===== src/design/ise_pkg.sv =====
// Shared operation codes, status codes and controller/datapath interface types.
package ise_pkg;

  localparam logic [2:0] OP_PUSH   = 3'd0;
  localparam logic [2:0] OP_POP    = 3'd1;
  localparam logic [2:0] OP_PEEK   = 3'd2;
  localparam logic [2:0] OP_CHANGE = 3'd3;
  localparam logic [2:0] OP_SWAP   = 3'd4;

  localparam logic [1:0] ST_OK       = 2'd0;
  localparam logic [1:0] ST_OVERFLOW = 2'd1;
  localparam logic [1:0] ST_EMPTY    = 2'd2;
  localparam logic [1:0] ST_BADPOS   = 2'd3;

  localparam logic REG_CAPACITY = 1'b0;

  localparam int FIELD_W    = 5;
  localparam int WORD_W     = 32;
  localparam int CAP_DEFAULT = 16;

  typedef struct packed {
    logic accept;
    logic swap_first;
    logic swap_second;
    logic emit;
  } ctrl_cmd_t;

  typedef struct packed {
    logic swap_go;
  } dp_status_t;

endpackage


===== src/design/ise_ram.sv =====
// Generic RAM with one write port and two registered read ports.
module ise_ram #(
  parameter int WIDTH = 32,
  parameter int DEPTH = 16
) (
  input  logic                     clk,
  input  logic                     wr_en,
  input  logic [$clog2(DEPTH)-1:0] wr_addr,
  input  logic [WIDTH-1:0]         wr_data,
  input  logic [$clog2(DEPTH)-1:0] rd_addr_a,
  input  logic [$clog2(DEPTH)-1:0] rd_addr_b,
  output logic [WIDTH-1:0]         rd_data_a,
  output logic [WIDTH-1:0]         rd_data_b
);

  logic [WIDTH-1:0] mem [DEPTH];

  always_ff @(posedge clk) begin
    if (wr_en) begin
      mem[wr_addr] <= wr_data;
    end
    rd_data_a <= mem[rd_addr_a];
    rd_data_b <= mem[rd_addr_b];
  end

endmodule


===== src/design/ise_regs.sv =====
// Configuration register file holding the stack capacity.
module ise_regs import ise_pkg::*; (
  input  logic               clk,
  input  logic               rst,
  input  logic               psel,
  input  logic               penable,
  input  logic               pwrite,
  input  logic [2:0]         paddr,
  input  logic [31:0]        pwdata,
  output logic [31:0]        prdata,
  output logic               pready,
  output logic [FIELD_W-1:0] capacity
);

  logic wr_hit;

  assign pready = 1'b1;
  assign wr_hit = psel && penable && pwrite && (paddr[2] == REG_CAPACITY);

  always_ff @(posedge clk) begin
    if (rst) begin
      capacity <= FIELD_W'(CAP_DEFAULT);
    end else if (wr_hit) begin
      capacity <= pwdata[FIELD_W-1:0];
    end
  end

  always_comb begin
    prdata = '0;
    if (paddr[2] == REG_CAPACITY) begin
      prdata = {{(32-FIELD_W){1'b0}}, capacity};
    end
  end

endmodule


===== src/design/ise_ctrl.sv =====
// Controller state machine sequencing single-word operations and the two-step interchange.
module ise_ctrl import ise_pkg::*; (
  input  logic       clk,
  input  logic       rst,
  input  logic       start,
  input  dp_status_t dp_st,
  output ctrl_cmd_t  cmd,
  output logic       busy
);

  localparam logic [1:0] S_IDLE  = 2'd0;
  localparam logic [1:0] S_RESP  = 2'd1;
  localparam logic [1:0] S_SWAP1 = 2'd2;
  localparam logic [1:0] S_SWAP2 = 2'd3;

  logic [1:0] state;
  logic [1:0] state_next;

  always_comb begin
    state_next = state;
    unique case (state)
      S_IDLE: begin
        if (start) begin
          state_next = dp_st.swap_go ? S_SWAP1 : S_RESP;
        end
      end
      S_RESP:  state_next = S_IDLE;
      S_SWAP1: state_next = S_SWAP2;
      S_SWAP2: state_next = S_IDLE;
      default: state_next = S_IDLE;
    endcase
  end

  always_ff @(posedge clk) begin
    if (rst) begin
      state <= S_IDLE;
    end else begin
      state <= state_next;
    end
  end

  assign busy            = (state != S_IDLE);
  assign cmd.accept      = (state == S_IDLE) && start;
  assign cmd.swap_first  = (state == S_SWAP1);
  assign cmd.swap_second = (state == S_SWAP2);
  assign cmd.emit        = (state == S_RESP) || (state == S_SWAP2);

  a_accept_busy: assert property (@(posedge clk) disable iff (rst)
    cmd.accept |=> busy)
    else $error("controller did not go busy after taking a word");

  a_emit_idle: assert property (@(posedge clk) disable iff (rst)
    cmd.emit |=> !busy)
    else $error("controller stayed busy after its result");

  a_swap_steps: assert property (@(posedge clk) disable iff (rst)
    cmd.swap_first |=> cmd.swap_second)
    else $error("interchange second write step missing");

  a_plain_result: assert property (@(posedge clk) disable iff (rst)
    (cmd.accept && !dp_st.swap_go) |=> cmd.emit)
    else $error("result of a single-step operation not given in the next cycle");

endmodule


===== src/design/ise_dp.sv =====
// Datapath: fill count, status decode, entry store and result formatting.
module ise_dp import ise_pkg::*; #(
  parameter int STACK_DEPTH = 16
) (
  input  logic               clk,
  input  logic               rst,
  input  ctrl_cmd_t          cmd,
  output dp_status_t         dp_st,
  input  logic [FIELD_W-1:0] capacity,
  input  logic [2:0]         operation,
  input  logic signed [WORD_W-1:0] data_value,
  input  logic [FIELD_W-1:0] depth_first,
  input  logic [FIELD_W-1:0] depth_second,
  output logic signed [WORD_W-1:0] read_value,
  output logic [1:0]         status,
  output logic [FIELD_W-1:0] fill_count
);

  localparam int AW   = $clog2(STACK_DEPTH);
  localparam int CW   = $clog2(STACK_DEPTH + 1);
  localparam int CMPW = (CW > FIELD_W) ? CW : FIELD_W;

  logic [CW-1:0]     count;
  logic [CMPW-1:0]   count_ext;
  logic [CMPW-1:0]   d1_ext;
  logic [CMPW-1:0]   d2_ext;
  logic [CMPW-1:0]   cap_ext;
  logic [FIELD_W-1:0] cap_eff;
  logic              is_empty;
  logic              is_full;
  logic              d1_ok;
  logic              d2_ok;
  logic [1:0]        st_new;
  logic [AW-1:0]     rd_addr_a;
  logic [AW-1:0]     rd_addr_b;
  logic [WORD_W-1:0] rd_data_a;
  logic [WORD_W-1:0] rd_data_b;
  logic              wr_en;
  logic [AW-1:0]     wr_addr;
  logic [WORD_W-1:0] wr_data;
  logic [2:0]        op_q;
  logic [1:0]        status_q;
  logic [AW-1:0]     slot_a_q;
  logic [AW-1:0]     slot_b_q;
  logic [WORD_W-1:0] hold_a;

  assign count_ext = CMPW'(count);
  assign d1_ext    = CMPW'(depth_first);
  assign d2_ext    = CMPW'(depth_second);
  assign cap_eff   = (capacity == '0) ? FIELD_W'(1) : capacity;
  assign cap_ext   = CMPW'(cap_eff);
  assign is_empty  = (count == '0);
  assign is_full   = (count_ext >= cap_ext) || (count_ext >= CMPW'(STACK_DEPTH));
  assign d1_ok     = (depth_first != '0) && (d1_ext <= count_ext);
  assign d2_ok     = (depth_second != '0) && (d2_ext <= count_ext);

  always_comb begin
    case (operation) inside
      OP_PUSH: st_new = is_full ? ST_OVERFLOW : ST_OK;
      OP_POP:  st_new = is_empty ? ST_EMPTY : ST_OK;
      OP_PEEK, OP_CHANGE: begin
        if (is_empty) begin
          st_new = ST_EMPTY;
        end else begin
          st_new = d1_ok ? ST_OK : ST_BADPOS;
        end
      end
      OP_SWAP: begin
        if (is_empty) begin
          st_new = ST_EMPTY;
        end else begin
          st_new = (d1_ok && d2_ok) ? ST_OK : ST_BADPOS;
        end
      end
      default: st_new = ST_BADPOS;
    endcase
  end

  assign dp_st.swap_go = (operation == OP_SWAP) && (st_new == ST_OK);

  assign rd_addr_a = (operation == OP_POP) ? AW'(count_ext - CMPW'(1))
                                           : AW'(count_ext - d1_ext);
  assign rd_addr_b = AW'(count_ext - d2_ext);

  always_comb begin
    wr_en   = 1'b0;
    wr_addr = rd_addr_a;
    wr_data = data_value;
    if (cmd.accept && (st_new == ST_OK) && (operation == OP_PUSH)) begin
      wr_en   = 1'b1;
      wr_addr = AW'(count);
    end else if (cmd.accept && (st_new == ST_OK) && (operation == OP_CHANGE)) begin
      wr_en   = 1'b1;
    end else if (cmd.swap_first) begin
      wr_en   = 1'b1;
      wr_addr = slot_a_q;
      wr_data = rd_data_b;
    end else if (cmd.swap_second) begin
      wr_en   = 1'b1;
      wr_addr = slot_b_q;
      wr_data = hold_a;
    end
  end

  ise_ram #(
    .WIDTH (WORD_W),
    .DEPTH (STACK_DEPTH)
  ) u_store (
    .clk       (clk),
    .wr_en     (wr_en),
    .wr_addr   (wr_addr),
    .wr_data   (wr_data),
    .rd_addr_a (rd_addr_a),
    .rd_addr_b (rd_addr_b),
    .rd_data_a (rd_data_a),
    .rd_data_b (rd_data_b)
  );

  always_ff @(posedge clk) begin
    if (rst) begin
      count <= '0;
    end else if (cmd.accept && (st_new == ST_OK)) begin
      if (operation == OP_PUSH) begin
        count <= count + CW'(1);
      end else if (operation == OP_POP) begin
        count <= count - CW'(1);
      end
    end
  end

  always_ff @(posedge clk) begin
    if (cmd.accept) begin
      op_q     <= operation;
      status_q <= st_new;
      slot_a_q <= rd_addr_a;
      slot_b_q <= rd_addr_b;
    end
    if (cmd.swap_first) begin
      hold_a <= rd_data_a;
    end
  end

  assign read_value = (((op_q == OP_POP) || (op_q == OP_PEEK)) && (status_q == ST_OK))
                      ? $signed(rd_data_a) : '0;
  assign status     = status_q;
  assign fill_count = FIELD_W'(count);

endmodule


===== src/design/indexed_stack_engine_unit.sv =====
// Top level of the indexed stack engine: configuration port, controller and datapath.
// An operation is taken when start is high and busy is low; its result word appears
// with done in the next cycle, or, for an interchange that goes ahead, in state S_SWAP2.
// No new operation is taken until its result has been given; an interchange makes two
// writes in turn (S_SWAP1, S_SWAP2), as they share the store's single write port.
// Results cannot be stalled. Reset empties the stack and sets the capacity to 16;
// stored entries are not cleared.
module indexed_stack_engine_unit import ise_pkg::*; #(
  parameter int STACK_DEPTH = 16
) (
  input  logic               clk,
  input  logic               rst,
  input  logic               psel,
  input  logic               penable,
  input  logic               pwrite,
  input  logic [2:0]         paddr,
  input  logic [31:0]        pwdata,
  output logic [31:0]        prdata,
  output logic               pready,
  input  logic               start,
  output logic               busy,
  input  logic [2:0]         operation,
  input  logic signed [WORD_W-1:0] data_value,
  input  logic [FIELD_W-1:0] depth_first,
  input  logic [FIELD_W-1:0] depth_second,
  output logic               done,
  output logic signed [WORD_W-1:0] read_value,
  output logic [1:0]         status,
  output logic [FIELD_W-1:0] fill_count
);

  ctrl_cmd_t          cmd;
  dp_status_t         dp_st;
  logic [FIELD_W-1:0] capacity;

  ise_regs u_regs (
    .clk      (clk),
    .rst      (rst),
    .psel     (psel),
    .penable  (penable),
    .pwrite   (pwrite),
    .paddr    (paddr),
    .pwdata   (pwdata),
    .prdata   (prdata),
    .pready   (pready),
    .capacity (capacity)
  );

  ise_ctrl u_ctrl (
    .clk   (clk),
    .rst   (rst),
    .start (start),
    .dp_st (dp_st),
    .cmd   (cmd),
    .busy  (busy)
  );

  ise_dp #(
    .STACK_DEPTH (STACK_DEPTH)
  ) u_dp (
    .clk          (clk),
    .rst          (rst),
    .cmd          (cmd),
    .dp_st        (dp_st),
    .capacity     (capacity),
    .operation    (operation),
    .data_value   (data_value),
    .depth_first  (depth_first),
    .depth_second (depth_second),
    .read_value   (read_value),
    .status       (status),
    .fill_count   (fill_count)
  );

  assign done = cmd.emit;

endmodule


===== config.mk =====
export PLATFORM = sky130hd
export DESIGN_NAME = indexed_stack_engine_unit
export DESIGN_NICKNAME = d
export VERILOG_FILES = /design/src/design/ise_pkg.sv /design/src/design/ise_ram.sv /design/src/design/ise_regs.sv /design/src/design/ise_ctrl.sv /design/src/design/ise_dp.sv /design/src/design/indexed_stack_engine_unit.sv
export SDC_FILE = /design/constraint.sdc
export NUM_CORES = 1
export LEC_CHECK = 0
export BUFFER_PORTS_ARGS = -buffer_cell sky130_fd_sc_hd__buf_2
export CORE_MARGIN = 4
export CORE_UTILIZATION = 57
export CTS_BUF_LIST = sky130_fd_sc_hd__clkbuf_4 sky130_fd_sc_hd__clkbuf_8
export CTS_CLUSTER_SIZE = 16
export DETAILED_ROUTE_END_ITERATION = 8
export HOLD_SLACK_MARGIN = 0.15
export PLACE_DENSITY_LB_ADDON = 0.2
export SYNTH_ARGS = -nofsm -noshare
export SYNTH_HDL_FRONTEND = slang
export SYNTH_SLANG_ARGS = --single-unit

===== constraint.sdc =====
create_clock -name clk -period 3.5 [get_ports clk]
set_input_delay 0.175 -clock clk [delete_from_list [all_inputs] [get_ports clk]]
set_output_delay 0.175 -clock clk [all_outputs]
set_load 0.01 [all_outputs]

==> metrics.txt <==
Hold Vio Cnt, Final=0; hold crit path type=input pin to flop; drt drc=0; maximum vdd drop=349.9 uV; cell area after synthesis=28,560 sq um; CP Capture Type=flop; Distinct cells, synth=55; Min-Delay Startpoint=data_value[15]; buffer and inverter count on the worst path=1; pwr/cell area=roughly 530 nW/um^2; Setup TNS Final=0 ns; CP startpoint kind=flop; Hold EP=u_dp.u_store.mem[15][15]; Worst Path Arrival=3.68 ns; top cells by area, synth=edfxtp_1 59%, mux4_2 23%, dfxtp_1 5.3%; cell with the most instances after synthesis=edfxtp_1; postcts setup bufs=0; Routed WL per cell=28.16 um; Top FF cell, synth=edfxtp_1; Finished Cell Area=between 30,000 and 40,000 sq um; largest net degree at the start of global routing=130; outcome=finished, final reports clean; Detailed Routing Iterations Pass 1=5; crit path launch=u_regs.capacity[4]; Final Hold Slack=roughly 0.22 ns; Crit Path Max Fanout=15; clock root buffer master=clkbuf_8; post-synthesis area per instance=about 19 sq um; Slew headroom=0.1932; Post-synth EDFFs=557; first-pass GRT wire length=103.3 mm; FF-to-FF End=u_dp.u_store.mem[8][26]; worst hold stages=3; flop2flop setup slack=0.18 ns; post-layout minimum cycle time=roughly 3.3 ns; vias in the first global route=approximately 16,000; Synth top area share=0.5857; Max stage delay on crit path=0.61 ns; P_leak=about 11 nW; pre-CTS setup slack=0.1077 ns; cell count after synthesis=1,487; H-tree levels=3; Synth Register Bits=633; setup violators final=0; Syn. warnings=0; PnR worst setup slack=0.1787 ns; Worst R2R Path Depth=9; Post-DP Area=30,650 sq um; global placement routability congestion=0.7745; NumNets Final=1,833; Initial Util=0.5798; Setup CP Type=flop to flop; DIE HEIGHT=between 200 and 250 um; Synth async-reset ratio=0; Port-buffer cells=a little over 100; Max Cap Violations=0; die width=~230 um; # IOs=160; antenna violations before repair=1; CTS tree=built; CP max stage cell=a2111o_2; register area=18,250 sq um; total length of routed wires=about 70 mm; Slew Limit Fails=0; Sink Count=633; Max Fclk=301.1 MHz; GRT overflow=0; layout cell share with drive strength beyond 1=0.3745; vias per cell=6.461; reg2reg start=u_regs.capacity[4]; DIE AREA=53,750 sq um; Worst-path clk slew=0.06 ns; top cells by count, synth=557 x edfxtp_1, 288 x mux4_2, 136 x mux2i_1; Placement Rows=81; Yosys top cell by area=edfxtp_1; Starting DRT DRC Count=1,886; Fill cells=3,175; DP HPWL=38.68 mm; Area growth, synth to finish=16.48%; worst-skew pair later-pin latency=0.70 ns; CP cell instances=o41ai_1 > ha_1 > nor2b_1 > o21ai_0 > a2111o_2 > o32ai_1 > a41oi_2 > nor2_4 > buf_6; Final ANT Viol Nets=0; Final Cycle Share=0.9490; Num CTS Buffers=101; Max clock buf depth=3; Slew @ Worst Pin=around 1.2 ns; diodes inserted=0; Worst Path Required=between 3 and 4 ns; Seq/Total Area, Yosys=0.6389; Core ar.=roughly 49,000 sq um; Tot GR Track Use=0.2621; routed vias=approximately 16,000; CP top delay family=compound AO/OA/AOI/OAI gates; area of the multi-input gates=between 9000 and 10,000 sq um; final setup skew=slightly above 0.04 ns
state kept, by name, indices dropped and copies added, names as in the netlist:
name / flops
u_dp.slot_b_q: 4
u_regs.capacity: 5
u_dp.u_store.rd_data_b: 32
u_dp.slot_a_q: 4
u_dp.fill_count: 5
u_dp.op_q: 3
u_dp.hold_a: 32
u_dp.u_store.rd_data_a: 32
u_dp.status: 2
u_dp.u_store.mem: 512
u_ctrl.state: 2
worst max-delay path by stage:
stage                                         end  slack [ns]  depth (start not counted)
after floorplan           u_dp.u_store.mem[13][0]       -0.50                         10
after CTS                 u_dp.u_store.mem[8][19]        0.06                          8
final                     u_dp.u_store.mem[8][26]        0.18                          9
after global placement    u_dp.u_store.mem[8][25]        0.20                          8
after detailed placement  u_dp.u_store.mem[8][25]        0.11                          8
after global routing      u_dp.u_store.mem[8][19]       -0.04                          9
cells by family (layout without fill, tap and decap cells):
| group | Yosys count | after routing | share of synthesized area |
|---|---|---|---|
| flops | 633 | 633 | 0.6389 |
| mux | 427 | 427 | 0.2760 |
| buf+inv | 154 | 446 | 0.02611 |
| simple gates | 149 | 149 | 0.02563 |
| compound gates | 88 | 88 | 0.01884 |
| fa+ha+maj | 25 | 25 | 0.01148 |
| xor+xnor | 9 | 9 | 0.002760 |
| other cells | 2 | 28 | 0.0002630 |
cell usage in the layout (no fill, tap or decap), types with 3 or more instances in the layout:
master / count
clkbuf_8: 112
and2_1: 34
clkinv_2: 16
o221ai_1: 3
nor3_1: 3
nor4_1: 4
clkbuf_4: 30
conb_1: 28
o21ai_0: 7
nand3_1: 5
bufinv_16: 3
clkinv_1: 19
nor2_4: 17
dfxtp_1: 74
nor2b_1: 3
buf_2: 102
a21oi_1: 45
dlygate4sd3_1: 52
buf_12: 38
nand2_1: 14
inv_1: 30
mux2_2: 3
mux2i_1: 134
inv_6: 3
nor2_1: 56
buf_4: 37
edfxtp_1: 557
ha_1: 22
mux4_2: 288
xnor2_1: 6
metal layers:
layer | vias up | wire [um] | global-route usage
met1 | 8384 | 27340 | 0.3683
met3 | 136 | 5818 | 0.04637
li1 | 6615 | - | -
met5 | - | 0 | 0
met4 | 0 | 1700 | 0.07846
met2 | 818 | 34660 | 0.4298
per-stage QoR:
| stage | cells | utilization | total power, mW |
|---|---|---|---|
| final | 2469 | 0.6754 | 17.74 |
| after CTS | 2469 | 0.6745 | 17.85 |
| after detailed placement | 2231 | 0.6222 | 11.47 |
| after global placement | 2231 | 0.6222 | 11.44 |
| after global routing | 2469 | 0.6754 | 18.44 |
| after floorplan | 1513 | - | 10.72 |
worst register-to-register path: cells and delay by family, from the launching register on:
kind,cells,cell delay (ns)
AOI/OAI and AO/OA,5,1.72
adders and majority gates,1,0.30
buffers and inverters,1,0.26
DFF,1,0.33
and+or+nand+nor,2,0.35
report_power, final:
part           switching (mW)  leakage [nW]  internal (mW)
clock                    2.89          1.10           3.49
sequential              0.133          5.65           8.53
combinational            1.34          4.71           1.36
final cells by class:
class                           instances  share of cell area
Clock inverter                         44            0.008764
Clock buffer                          142             0.05311
Tap cell                              664             0.02497
Timing Repair Buffer                  230             0.06255
Sequential cell                       633              0.5487
Multi-Input combinational cell        726              0.2985
Inverter                               30            0.003385
repair_timing:
action,4_1_cts,5_1_grt
hold buffers,52,0
resized for setup,0,8
hold endpoints to repair,479,0
setup endpoints to repair,0,461
No activity file was read; power rests on OpenSTA's default activity.
